`src/rtl/bdt_pkg.sv`:
```
// Shared types, constants and the month table for the civil time to epoch converter.
package bdt_pkg;

   localparam int ACC_W = 38;        // accumulator: 37-bit result plus headroom for sign
   localparam int ADD_W = 14;        // addend into the multiply-add unit
   localparam int MUL_W = 7;         // constant multiplier width

   localparam int YEAR_W = 12;
   localparam int EPOCH_W = 37;

   localparam int EPOCH_YEAR = 1970;
   localparam int CENTURY_BASE = 1900;
   localparam int CENTURY_STEP = 100;
   localparam int DAYS_PER_YEAR = 365;
   localparam int LEAP_CYCLE = 400;
   localparam int HOURS_PER_DAY = 24;
   localparam int MINS_PER_HOUR = 60;
   localparam int MAX_SECOND = 61;
   localparam int MAX_MINUTE = 59;
   localparam int MAX_HOUR = 23;
   localparam int MAX_MONTH = 11;
   localparam int FEB_INDEX = 1;

   typedef enum logic [2:0] {
      ST_IDLE,
      ST_YEARS,
      ST_MONTH,
      ST_HOUR,
      ST_MIN,
      ST_SEC,
      ST_DONE
   } state_type;

   typedef enum logic [1:0] {
      MUL_ONE,
      MUL_DAY_HOURS,
      MUL_SIXTY
   } mul_sel_type;

   typedef struct packed {
      logic                     en;      // update accumulator this cycle
      logic                     clr;     // zero accumulator
      mul_sel_type              mul_sel;
      logic signed [ADD_W-1:0]  addend;
   } mac_ctrl_type;

   // days in the year before the first of the given zero-based month (common year)
   function automatic logic [8:0] days_before_month(input logic [3:0] mon);
      logic [8:0] d;
      case (mon)
         4'd0:    d = 9'd0;
         4'd1:    d = 9'd31;
         4'd2:    d = 9'd59;
         4'd3:    d = 9'd90;
         4'd4:    d = 9'd120;
         4'd5:    d = 9'd151;
         4'd6:    d = 9'd181;
         4'd7:    d = 9'd212;
         4'd8:    d = 9'd243;
         4'd9:    d = 9'd273;
         4'd10:   d = 9'd304;
         4'd11:   d = 9'd334;
         default: d = 9'd0;
      endcase
      return d;
   endfunction

endpackage

```
`src/rtl/bdt_mac_unit.sv`:
```
// Shared multiply-add unit: acc <= acc * k + addend, k from a small constant set.
module bdt_mac_unit
   import bdt_pkg::*;
(
   input  logic                    clock,
   input  mac_ctrl_type            ctrl,
   output logic signed [ACC_W-1:0] acc
);

   logic signed [ACC_W-1:0]       acc_ff;
   logic signed [ACC_W-1:0]       acc_in;
   logic        [MUL_W-1:0]       k_val;
   logic signed [ACC_W+MUL_W:0]   prod;
   logic signed [ACC_W-1:0]       prod_trunc;

   always_comb begin
      case (ctrl.mul_sel)
         MUL_ONE:       k_val = MUL_W'(1);
         MUL_DAY_HOURS: k_val = MUL_W'(HOURS_PER_DAY);
         MUL_SIXTY:     k_val = MUL_W'(MINS_PER_HOUR);
         default:       k_val = MUL_W'(1);
      endcase
   end

   always_comb begin
      prod       = acc_ff * $signed({1'b0, k_val});
      prod_trunc = prod[ACC_W-1:0];
      if (ctrl.clr) begin
         acc_in = '0;
      end else if (ctrl.en) begin
         acc_in = prod_trunc + ACC_W'(ctrl.addend);
      end else begin
         acc_in = acc_ff;
      end
   end

   always_ff @(posedge clock) begin
      acc_ff <= acc_in;
   end

   assign acc = acc_ff;

endmodule

```
`src/rtl/broken_down_time_to_epoch_seconds.sv`:
```
// Top level: broken-down civil time to Unix epoch seconds, sequenced over a shared multiply-add.
//
// Usage:
//  - Request channel (req_*): one broken-down time per transfer, taken when req_valid is
//    high and req_stall is low. req_stall is high while an item is being converted.
//  - Response channel (rsp_*): one result per request. rsp_epoch_seconds is seconds since
//    1970-01-01 UTC in 37-bit two's complement; rsp_valid_res is 0 with seconds -1 when a
//    field is out of range (second > 61, minute > 59, hour > 23, day 0, month > 11).
//  - Sequencing: an out-of-range item skips the conversion steps and goes straight to
//    its last state. The day count walks one year per cycle through the shared multiply-add
//    unit; the month, hour, minute and second steps then follow in that order.
//  - Throughput: one item at a time; the next request is taken the cycle after the result
//    is loaded into the response register, so a new item can be converted while the
//    previous result still waits on rsp_stall.
//  - rsp_stall: the response register holds its payload; a finished item waits in its
//    last state until the register is free.
//  - Reset (synchronous, active high): returns to idle and drops rsp_valid.
module broken_down_time_to_epoch_seconds
   import bdt_pkg::*;
(
   input  logic                      clock,
   input  logic                      reset,

   input  logic                      req_valid,
   output logic                      req_stall,
   input  logic [5:0]                req_second,
   input  logic [5:0]                req_minute,
   input  logic [4:0]                req_hour,
   input  logic [4:0]                req_day_of_month,
   input  logic [3:0]                req_month_index,
   input  logic [11:0]               req_year_value,
   input  logic signed [11:0]        req_zone_minutes,
   input  logic                      req_dst_active,

   output logic                      rsp_valid,
   input  logic                      rsp_stall,
   output logic signed [EPOCH_W-1:0] rsp_epoch_seconds,
   output logic                      rsp_valid_res
);

   state_type state_ff, state_in;

   // latched request fields
   logic [5:0]         sec_ff,  min_ff;
   logic [4:0]         hour_ff, mday_ff;
   logic [3:0]         mon_ff;
   logic               dst_ff;
   logic signed [11:0] zone_ff;
   logic [YEAR_W-1:0]  year_tgt_ff;
   logic               bad_ff;

   // year walk: current year and its residues for the Gregorian leap test
   logic [YEAR_W-1:0]  year_cur_ff;
   logic [1:0]         m4_ff;
   logic [6:0]         m100_ff;
   logic [8:0]         m400_ff;
   logic               leap_now;

   logic                      rsp_valid_ff;
   logic signed [EPOCH_W-1:0] rsp_secs_ff;
   logic                      rsp_res_ff;

   logic req_xfer;
   logic req_bad;
   logic [YEAR_W:0] year_a, year_b;
   logic out_free;
   logic out_load;

   mac_ctrl_type            mac_ctrl;
   logic signed [ACC_W-1:0] acc;

   bdt_mac_unit u_mac (
      .clock (clock),
      .ctrl  (mac_ctrl),
      .acc   (acc)
   );

   assign req_stall = (state_ff != ST_IDLE);
   assign req_xfer  = req_valid && !req_stall;
   assign out_free  = !rsp_valid_ff || !rsp_stall;

   assign req_bad = (req_second > 6'(MAX_SECOND)) || (req_minute > 6'(MAX_MINUTE)) ||
                    (req_hour > 5'(MAX_HOUR)) || (req_day_of_month == 5'd0) ||
                    (req_month_index > 4'(MAX_MONTH));

   // two-digit and offset years: add 1900, then 100 if still before the epoch
   always_comb begin
      year_a = {1'b0, req_year_value};
      if (year_a < (YEAR_W+1)'(EPOCH_YEAR)) begin
         year_a = year_a + (YEAR_W+1)'(CENTURY_BASE);
      end
      year_b = year_a;
      if (year_b < (YEAR_W+1)'(EPOCH_YEAR)) begin
         year_b = year_b + (YEAR_W+1)'(CENTURY_STEP);
      end
   end

   assign leap_now = (m4_ff == 2'd0) && ((m100_ff != 7'd0) || (m400_ff == 9'd0));

   // sequencer
   always_comb begin
      state_in        = state_ff;
      mac_ctrl.en     = 1'b0;
      mac_ctrl.clr    = 1'b0;
      mac_ctrl.mul_sel = MUL_ONE;
      mac_ctrl.addend = '0;
      out_load        = 1'b0;
      case (state_ff)
         ST_IDLE: begin
            if (req_xfer) begin
               mac_ctrl.clr = 1'b1;
               state_in     = req_bad ? ST_DONE : ST_YEARS;
            end
         end
         ST_YEARS: begin
            if (year_cur_ff == year_tgt_ff) begin
               state_in = ST_MONTH;
            end else begin
               mac_ctrl.en     = 1'b1;
               mac_ctrl.addend = ADD_W'(DAYS_PER_YEAR) + ADD_W'(leap_now);
            end
         end
         ST_MONTH: begin
            // residues now belong to the target year
            mac_ctrl.en     = 1'b1;
            mac_ctrl.addend = ADD_W'(days_before_month(mon_ff)) +
                              ADD_W'(leap_now && (mon_ff > 4'(FEB_INDEX))) +
                              ADD_W'(mday_ff) - ADD_W'(1);
            state_in        = ST_HOUR;
         end
         ST_HOUR: begin
            mac_ctrl.en      = 1'b1;
            mac_ctrl.mul_sel = MUL_DAY_HOURS;
            mac_ctrl.addend  = ADD_W'(hour_ff) - ADD_W'(dst_ff);
            state_in         = ST_MIN;
         end
         ST_MIN: begin
            // zone offset folded in at minute granularity
            mac_ctrl.en      = 1'b1;
            mac_ctrl.mul_sel = MUL_SIXTY;
            mac_ctrl.addend  = ADD_W'(min_ff) - ADD_W'(zone_ff);
            state_in         = ST_SEC;
         end
         ST_SEC: begin
            mac_ctrl.en      = 1'b1;
            mac_ctrl.mul_sel = MUL_SIXTY;
            mac_ctrl.addend  = ADD_W'(sec_ff);
            state_in         = ST_DONE;
         end
         ST_DONE: begin
            if (out_free) begin
               out_load = 1'b1;
               state_in = ST_IDLE;
            end
         end
         default: begin
            state_in = ST_IDLE;
         end
      endcase
   end

   always_ff @(posedge clock) begin
      if (reset) begin
         state_ff <= ST_IDLE;
      end else begin
         state_ff <= state_in;
      end
   end

   // request latch and year walk
   always_ff @(posedge clock) begin
      if (req_xfer) begin
         sec_ff      <= req_second;
         min_ff      <= req_minute;
         hour_ff     <= req_hour;
         mday_ff     <= req_day_of_month;
         mon_ff      <= req_month_index;
         dst_ff      <= req_dst_active;
         zone_ff     <= req_zone_minutes;
         year_tgt_ff <= year_b[YEAR_W-1:0];
         bad_ff      <= req_bad;
         year_cur_ff <= YEAR_W'(EPOCH_YEAR);
         m4_ff       <= 2'(EPOCH_YEAR % 4);
         m100_ff     <= 7'(EPOCH_YEAR % CENTURY_STEP);
         m400_ff     <= 9'(EPOCH_YEAR % LEAP_CYCLE);
      end else if ((state_ff == ST_YEARS) && (year_cur_ff != year_tgt_ff)) begin
         year_cur_ff <= year_cur_ff + YEAR_W'(1);
         m4_ff       <= m4_ff + 2'd1;
         m100_ff     <= (m100_ff == 7'(CENTURY_STEP - 1)) ? 7'd0 : m100_ff + 7'd1;
         m400_ff     <= (m400_ff == 9'(LEAP_CYCLE - 1)) ? 9'd0 : m400_ff + 9'd1;
      end
   end

   // response register
   always_ff @(posedge clock) begin
      if (reset) begin
         rsp_valid_ff <= 1'b0;
      end else if (out_load) begin
         rsp_valid_ff <= 1'b1;
      end else if (!rsp_stall) begin
         rsp_valid_ff <= 1'b0;
      end
   end

   always_ff @(posedge clock) begin
      if (out_load) begin
         if (bad_ff) begin
            rsp_secs_ff <= '1;
            rsp_res_ff  <= 1'b0;
         end else begin
            rsp_secs_ff <= acc[EPOCH_W-1:0];
            rsp_res_ff  <= 1'b1;
         end
      end
   end

   assign rsp_valid         = rsp_valid_ff;
   assign rsp_epoch_seconds = rsp_secs_ff;
   assign rsp_valid_res     = rsp_res_ff;

endmodule

```
`config.mk`:
```
export PLATFORM = sky130hd
export DESIGN_NAME = broken_down_time_to_epoch_seconds
export DESIGN_NICKNAME = d
export VERILOG_FILES = /design/src/rtl/bdt_pkg.sv /design/src/rtl/bdt_mac_unit.sv /design/src/rtl/broken_down_time_to_epoch_seconds.sv
export SDC_FILE = /design/constraint.sdc
export NUM_CORES = 1
export LEC_CHECK = 0
export ABC_AREA = 1
export BUFFER_PORTS_ARGS = -buffer_cell sky130_fd_sc_hd__buf_2
export CORE_UTILIZATION = 62
export CTS_BUF_LIST = sky130_fd_sc_hd__clkbuf_8
export DETAILED_ROUTE_END_ITERATION = 6
export GPL_ROUTABILITY_DRIVEN = 1
export HOLD_SLACK_MARGIN = 0.15
export PLACE_DENSITY = 0.84
export SETUP_SLACK_MARGIN = 0.5
export SYNTH_ARGS = -nofsm -noshare
export SYNTH_HDL_FRONTEND = slang
export SYNTH_HIERARCHICAL = 1
export SYNTH_SLANG_ARGS = --single-unit
```
`constraint.sdc`:
```
create_clock -name clock -period 21 [get_ports clock]
set_clock_uncertainty 0.05 [all_clocks]
set_input_delay 1.05 -clock clock [delete_from_list [all_inputs] [get_ports clock]]
set_output_delay 1.05 -clock clock [all_outputs]
set_load 0.005 [all_outputs]
```
==> results of run 1 <==
==> routing by layer <==
| metal | up-vias | GRT usage (%) | wire length [microns] |
|---|---|---|---|
| li1 | 6899 | - | - |
| met1 | 6574 | 39.2 | 16400 |
| met2 | 571 | 51.9 | 18700 |
| met3 | 108 | 4.75 | 2770 |
| met4 | 0 | 11.8 | 1240 |
| met5 | - | 0 | 0 |
==> area by class of cell <==
| type | instances | area share (%) |
|---|---|---|
| timing repair buffer | 104 | 3.09 |
| sequential | 170 | 24.4 |
| clock buffer | 17 | 1.32 |
| multi-input combinational | 1457 | 56.4 |
| clock inverter | 15 | 1.21 |
| inverter | 528 | 11.3 |
| tap | 335 | 2.37 |
==> worst max-delay path by stage <==
stage	endpoint	startpoint
5_1_grt	u_mac/acc[30]	m400_ff[4]
4_1_cts	u_mac/acc[36]	m400_ff[4]
6_report	u_mac/acc[19]	m400_ff[4]
2_1_floorplan	u_mac/acc[36]	m400_ff[4]
3_3_place_gp	u_mac/acc[36]	m400_ff[4]
3_5_place_dp	u_mac/acc[36]	m400_ff[4]
==> registers in the layout, indices dropped and copies added (netlist names), named ones only <==
name               flops
rsp_valid_res          1
mday_ff                5
year_tgt_ff           12
rsp_epoch_seconds     37
rsp_valid              1
m400_ff                9
m100_ff                7
sec_ff                 6
mon_ff                 4
year_cur_ff           12
u_mac/acc             37
bad_ff                 1
min_ff                 6
dst_ff                 1
zone_ff               12
state_ff               3
hour_ff                5
m4_ff                  2
==> worst min-delay path, cell delays in order (launching register included) <==
cell     delay [ns]
dfxtp_1        0.35
nand2_1        0.06
a21oi_1        0.05
==> placed cells by master (no fill, tap or decap), drive strengths merged, types with 2 or more instances in the layout <==
cell type,instances
o21ai,72
nand3b,8
a21o,3
xnor2,11
dfxtp,80
nand4,22
xor2,48
nand3,106
o22ai,3
inv,534
nand2,503
clkinv,9
a211oi,2
nor3,32
nor2,209
o221ai,4
a21oi,112
o31ai,2
nor4,4
clkbuf,17
o21bai,7
a31oi,2
o311ai,3
o211ai,8
or2,43
edfxtp,90
fa,133
ha,114
buf,104
==> through the flow <==
step,utilization [%],area (sq um),instances,setup WS [ns]
2_1_floorplan,-,16400,2195,13.74
3_3_place_gp,66.1,17200,2594,14.29
3_5_place_dp,66.1,17200,2594,13.98
4_1_cts,67.8,17700,2626,13.95
5_1_grt,67.8,17700,2626,13.31
6_report,67.8,17700,2626,13.90
==> flow_metrics.tcl, run 1 <==
set metrics [dict create \
    ant_nets 0 \
    arrival_ns 7.43 \
    timing.rr.end "u_mac/acc[19]" \
    reg2regPathDepth 37 \
    worstSetupPathType "reg -> reg" \
    rsz0062_at_grt "no" \
    post-route-period-util_pct 33.8 \
    wl_microns 39100 \
    clock_sinks 170 \
    core_area_sq_mm 0.0261 \
    path_common_cell "nand2_1" \
    gp_congestion 0.950 \
    crit_fanout 17 \
    critPathCaptureType "register" \
    drive_above_1_share_pct 11.3 \
    status "finished, final reports clean" \
    crit_family "adder cells" \
    holdWs_ns 0.445 \
    post_drt_via_cell_ratio 5.39 \
    drc 0 \
    timing.critical_path.buf_inv 9 \
    multi_input_area_sq_mm 0.00997 \
    clkSlewWorstSetupHoldPaths_ns 0.12 \
    min_from "m100_ff[0]" \
    final-seq-area_sq_mm 0.00430 \
    clock_latency_ns 0.49 \
    crit_path_top_delay_cell "fa_1" \
    cap_violations 0 \
    syn_area_per_cell_sq_um 7.49 \
    ctsResizeCount 0 \
    portBuffers 94 \
    antenna_found_initial 0 \
    r2r_setup_slack_ns 13.90 \
    grt_max_degree 66 \
    required_ns 21.33 \
    syn-num-nets 2497 \
    ctsHoldBuffers 0 \
    initial_core_util_pct 63.1 \
    path_depth 37 \
    max_freq_mhz 141 \
    setup_viol 0 \
    htreeDepth 4 \
    hold_class "reg -> reg" \
    fin_nets 2580 \
    fin_setup_tns_ns 0 \
    wl_per_cell_microns 14.9 \
    numCtsBuffers 17 \
    overflow 0 \
    slowest_delay_ns 0.66 \
    hpwl_microns 30600 \
    ios 95 \
    syn_inst 2195 \
    grt_pass1_vias 14100 \
    syn_to_final_growth_pct 7.47 \
    postCtsSetupRepairBufs 0 \
    grt_pass1_wl_microns 65500 \
    fp.dieArea_sq_mm 0.0272 \
    slew_headroom_pct 17.9 \
    whs_path_depth 2 \
    cts_root_buf "clkbuf_8" \
    finalCriticalPeriod_ns 7.10 \
    die_x_microns 165 \
    holdPathEnd "m100_ff[0]" \
    netlist_area_sq_mm 0.0164 \
    die_h_microns 165 \
    worstMarginPinSlew_ns 1.23 \
    cp-start-kind "register" \
    final_max_slew_viol_count 0 \
    rr_startpoint "m400_ff[4]" \
    cts_tree "done" \
    synth_warnings 6 \
    grtUsageTotal_pct 30.6 \
    dr_total_vias 14200 \
    drt_iter0_drc 1115 \
    drtPass1Iterations 6 \
    rows 59 \
    hold_viol_final 0 \
    antenna_cells 0 \
    filler_cell_count 2138 \
    clockBufferDepth 2 \
]
Power of run 1 is not shown: default switching activity piles up to over one toggle a cycle in this logic, so the estimate is an artifact.
==> run 2, diff against run 1 <==
--- a/config.mk
+++ b/config.mk
@@ -5,7 +5,7 @@
 export SDC_FILE = /design/constraint.sdc
 export NUM_CORES = 1
 export LEC_CHECK = 0
-export ABC_AREA = 1
+export ABC_AREA = 0
 export BUFFER_PORTS_ARGS = -buffer_cell sky130_fd_sc_hd__buf_2
 export CORE_UTILIZATION = 62
 export CTS_BUF_LIST = sky130_fd_sc_hd__clkbuf_8
==> constraint.sdc (replaced) <==
create_clock -name clock -period 7.2 [get_ports clock]
set_clock_uncertainty 0.05 [all_clocks]
set_input_delay 0.36 -clock clock [delete_from_list [all_inputs] [get_ports clock]]
set_output_delay 0.36 -clock clock [all_outputs]
set_load 0.005 [all_outputs]
==> run 2 against run 1 <==
Net effect: the flow now finishes with violations (setup timing); routed wire length grew 5.3%; setup slack lost 14 ns; core utilization grew 8.1 points; non-clock buffer count grew 103; worst hold slack lost 0.20 ns; global-route usage grew 0.33 points; count of clock-buffer cells in the layout is the same; cell count shrank 18%; flip-flop and latch count is the same.
==> flow_metrics.tcl, run 2 <==
set metrics [dict create \
    status "finished with violations" \
    violations "setup timing" \
    cts_root_buf "clkbuf_8" \
    fin_nets 2113 \
    initial_core_util_pct 64.1 \
    htreeDepth 4 \
    overflow 0 \
    slew_headroom_pct 17.1 \
    ios 95 \
    cap_violations 0 \
    syn_to_final_growth_pct 18.3 \
    post-route-period-util_pct 102 \
    post_drt_via_cell_ratio 6.07 \
    numCtsBuffers 17 \
    setup_viol 8 \
    hold_viol_final 0 \
    syn_inst 1639 \
    finalCriticalPeriod_ns 7.34 \
    ant_nets 0 \
    critPathCaptureType "register" \
    filler_cell_count 1481 \
    wl_met1_microns 15400 \
    clkSlewWorstSetupHoldPaths_ns 0.11 \
    fin_setup_tns_ns -0.457 \
    drc 0 \
    arrival_ns 7.69 \
    final_max_slew_viol_count 0 \
    hold_class "in -> reg" \
    route.met2.wl_microns 20600 \
    min_from "req_valid" \
    synth_warnings 6 \
    max_freq_mhz 136 \
    dp.cells 2022 \
    cp-startpoint "m400_ff[7]" \
    crit_fanout 6 \
    crit_path_top_delay_cell "fa_1" \
    rr_startpoint "m400_ff[7]" \
    wl_per_cell_microns 19.2 \
    netlist_area_sq_mm 0.0152 \
    hpwl_microns 25800 \
    grt_pass1_vias 13100 \
    drive_above_1_share_pct 20.3 \
    grt_pass1_wl_microns 63000 \
    final_area_sq_mm 0.0180 \
    path_common_cell "fa_1" \
    slowest_delay_ns 0.53 \
    syn_area_per_cell_sq_um 9.29 \
    syn-num-nets 1941 \
    fp.dieArea_sq_mm 0.0252 \
    dpl_cell_area_sq_mm 0.0162 \
    dr_total_vias 13000 \
    drt_iter0_drc 1414 \
    cts_tree "done" \
    grt_max_degree 56 \
    required_ns 7.55 \
    worstSetupPathType "reg -> reg" \
    postLayoutSetupSlackWorst_ns -0.142 \
    rows 56 \
    drtPass1Iterations 5 \
    dr_wl_met3_microns 3020 \
    wl_microns 41200 \
    clock_latency_ns 0.51 \
    clockBufferDepth 2 \
    rsz0062_at_grt "yes" \
    mostFrequentLayoutCell "inv_1" \
    core_area_sq_mm 0.0238 \
    instances_no_fill 2143 \
    clock_sinks 170 \
    gp_congestion 0.885 \
    highest_layer "met4" \
    die_x_microns 159 \
    layout_common_cells "inv_1 (255), fa_1 (132), nand2_1 (127)" \
    cp-start-kind "register" \
    holdWs_ns 0.250 \
    antenna_found_initial 0 \
    grtUsageTotal_pct 30.9 \
    multi_input_area_sq_mm 0.0104 \
    final-seq-area_sq_mm 0.00431 \
    die_h_microns 159 \
    worstMarginPinSlew_ns 1.24 \
    antenna_cells 0 \
    portBuffers 94 \
]
## run 2: timing repair
item                                    CTS  global route
buffers inserted                         29            18
endpoints found under the setup margin   25            28
gates resized for setup                  77            61
endpoints found under the hold margin    43             0
pin swaps                                63            50
hold buffers                             42             0
## run 2: path summary, 6_finish.rpt
| kind | end | slack [ns] | depth (start not counted) |
|---|---|---|---|
| min reg2reg | year_cur_ff[11] | 0.47 | 2 |
| max | u_mac/acc[30] | -0.14 | 31 |
| max reg2reg | u_mac/acc[30] | -0.14 | 31 |
| min | state_ff[1] | 0.25 | 3 |
## run 2: cell type report
class	instances	share of cell area (%)
inverter	276	5.80
timing repair buffer	207	8.27
clock buffer	17	1.30
multi-input combinational	1139	57.5
tap	319	2.21
sequential	170	23.9
clock inverter	15	0.993
## run 2: layer usage
layer	track usage (%)	up-vias
met1	37.0	6313
met3	5.15	210
met2	54.4	684
met5	0	-
met4	14.1	0
li1	-	5803
## run 2: critical path, delay by kind of cell (launching register included)
kind                     cells  cell delay, ns
adder cells (fa/ha/maj)      6            2.34
flip-flops                   1            0.34
multiplexers                 1            0.35
buffers and inverters        5            0.46
AND/OR/NAND/NOR              3            0.46
AO/OA/AOI/OAI               16            3.21
## run 2: per-stage QoR
step / util, % / setup slack [ns]
finish: 75.9 / -0.142
floorplan: - / 0.159
detailed placement: 68.2 / -0.339
global placement: 68.2 / -0.0122
global route: 75.9 / -0.410
CTS: 74.3 / 0.178
Power of run 2 is left out for the same reason.
==> run 3, diff against run 2 <==
--- a/config.mk
+++ b/config.mk
@@ -7,6 +7,8 @@
 export LEC_CHECK = 0
 export ABC_AREA = 0
 export BUFFER_PORTS_ARGS = -buffer_cell sky130_fd_sc_hd__buf_2
+export CAP_MARGIN = 40
+export CORE_ASPECT_RATIO = 0.75
 export CORE_UTILIZATION = 62
 export CTS_BUF_LIST = sky130_fd_sc_hd__clkbuf_8
 export DETAILED_ROUTE_END_ITERATION = 6
==> run 3 against run 2 <==
Net effect: the run ends with DRC left; register-to-register slack improved by 0.25 ns; cell area increased by 0.94%; sequential share of layout area decreased by 0.24 points; largest cell class unchanged; flip-flop and latch count unchanged; routed wire length increased by 2.4%; global-route usage increased by 2.4 points; via count decreased by 0.52%; cell count increased by 1.0%; highest routed layer unchanged; maximum frequency increased by 3.5%; critical path depth increased by 1.
==> flow_metrics.tcl, run 3 (synthesis gave the netlist of run 2 again) <==
set metrics [dict create \
    arrival_ns 7.44 \
    clockBufferDepth 2 \
    hold_class "in -> reg" \
    timing.critical_path.buf_inv 7 \
    critPathCaptureType "register" \
    ios 95 \
    crit_fanout 6 \
    rsz0062_at_grt "yes" \
    grt_pass1_vias 12700 \
    layout_common_cells "inv_1 (262), fa_1 (131), nand2_1 (125)" \
    final_max_slew_viol_count 0 \
    fin_nets 2123 \
    numCtsBuffers 17 \
    grtUsageTotal_pct 33.4 \
    cts_tree "done" \
    hpwl_microns 27700 \
    status "finished with violations" \
    worstMarginPinSlew_ns 0.826 \
    violations "DRC" \
    drtPass1Iterations 7 \
    grt_pass1_wl_microns 65100 \
    grt_max_degree 72 \
    cp-start-kind "register" \
    post-place-ws_ns -0.0670 \
    postLayoutSetupSlackWorst_ns 0.108 \
    overflow 0 \
    crit_path_top_delay_cell "fa_1" \
    cap_violations 0 \
    initial_core_util_pct 63.4 \
    required_ns 7.55 \
    core_area_sq_mm 0.0240 \
    dr_total_vias 12900 \
    wl_per_cell_microns 19.5 \
    max_freq_mhz 141 \
    clkSlewWorstSetupHoldPaths_ns 0.10 \
    slowest_delay_ns 0.54 \
    antenna_found_initial 0 \
    utilization_pct 75.7 \
    worstSetupPathType "reg -> reg" \
    clock_latency_ns 0.51 \
    die_x_microns 183 \
    drive_above_1_share_pct 20.5 \
    ant_nets 0 \
    cts_root_buf "clkbuf_8" \
    fp.dieArea_sq_mm 0.0252 \
    drt_iter0_drc 1184 \
    slew_headroom_pct 44.8 \
    post-route-period-util_pct 98.5 \
    drc 4 \
    crit_family "compound AO/OA/AOI/OAI gates" \
    rows 49 \
    htreeDepth 4 \
    clock_sinks 170 \
    path_common_cell "fa_1" \
    finalCriticalPeriod_ns 7.09 \
    portBuffers 94 \
    syn_to_final_growth_pct 19.5 \
    gp_congestion 0.933 \
    final_area_sq_mm 0.0182 \
    antenna_cells 0 \
    setup_viol 0 \
    dpl_cell_area_sq_mm 0.0163 \
    mostFrequentLayoutCell "inv_1" \
    die_h_microns 138 \
    post_drt_via_cell_ratio 5.98 \
    hold_viol_final 0 \
    wl_microns 42200 \
]
## run 3: cell types whose count changed in the layout (fill, tap and decap cells not counted), sizes merged
cell / previous run / this run
clkinv: 10 / 0
clkbuf: 17 / 19
inv: 280 / 285
buf: 165 / 175
bufinv: 0 / 3
## run 3: final cells by class
type	count	area, sq um
Fill cell	1534	5840
Inverter	276	1040
Timing Repair Buffer	217	1620
Clock inverter	13	163
Clock buffer	19	262
Multi-Input combinational cell	1139	10400
Tap cell	331	414
Sequential cell	170	4310
## run 3: layer usage
metal / up-vias / track usage [%] / part of all wire, % / wire, microns
met5: - / 0 / 0 / 0
met1: 6238 / 44.9 / 41 / 17300
met3: 127 / 7.19 / 9.4 / 3970
met2: 774 / 53.3 / 46 / 19400
li1: 5803 / - / - / -
met4: 0 / 12.5 / 3.4 / 1420
## run 3: final timing paths
check,start,to,slack [ns],depth (start not counted)
worst max register to register,m400_ff[3],u_mac/acc[30],0.11,32
worst min-delay path,req_valid,state_ff[1],0.20,3
worst min register to register,m4_ff[1],m4_ff[1],0.47,2
worst max-delay path,m400_ff[3],u_mac/acc[30],0.11,32
## run 3: worst reg2reg max path: cells and delay by family (launching register included)
kind | cells | cell delay (ns)
AO/OA/AOI/OAI | 14 | 2.43
adder cells (fa/ha/maj) | 6 | 2.29
buffers and inverters | 7 | 0.85
flip-flops | 1 | 0.34
multiplexers | 1 | 0.38
AND/OR/NAND/NOR | 4 | 0.64
## run 3: timing repair
| item | in CTS | in global routing |
|---|---|---|
| endpoints found under the setup margin | 25 | 27 |
| cloned | 0 | 0 |
| resized for setup | 90 | 44 |
| hold buffers | 42 | 0 |
| pin swaps | 77 | 49 |
| setup buffers | 30 | 18 |
| hold endpoints to repair | 45 | 0 |
## run 3: metrics by stage
step | hold WS (ns) | cells | setup TNS, ns
finish | 0.204 | 2165 | 0
detailed placement | 0.427 | 2043 | -0.195
CTS | 0.193 | 2147 | 0
global placement | 0.409 | 2040 | -0.276
floorplan | 0.382 | 1639 | 0
global route | 0.234 | 2165 | -0.433
Power of run 3 is left out for the same reason.
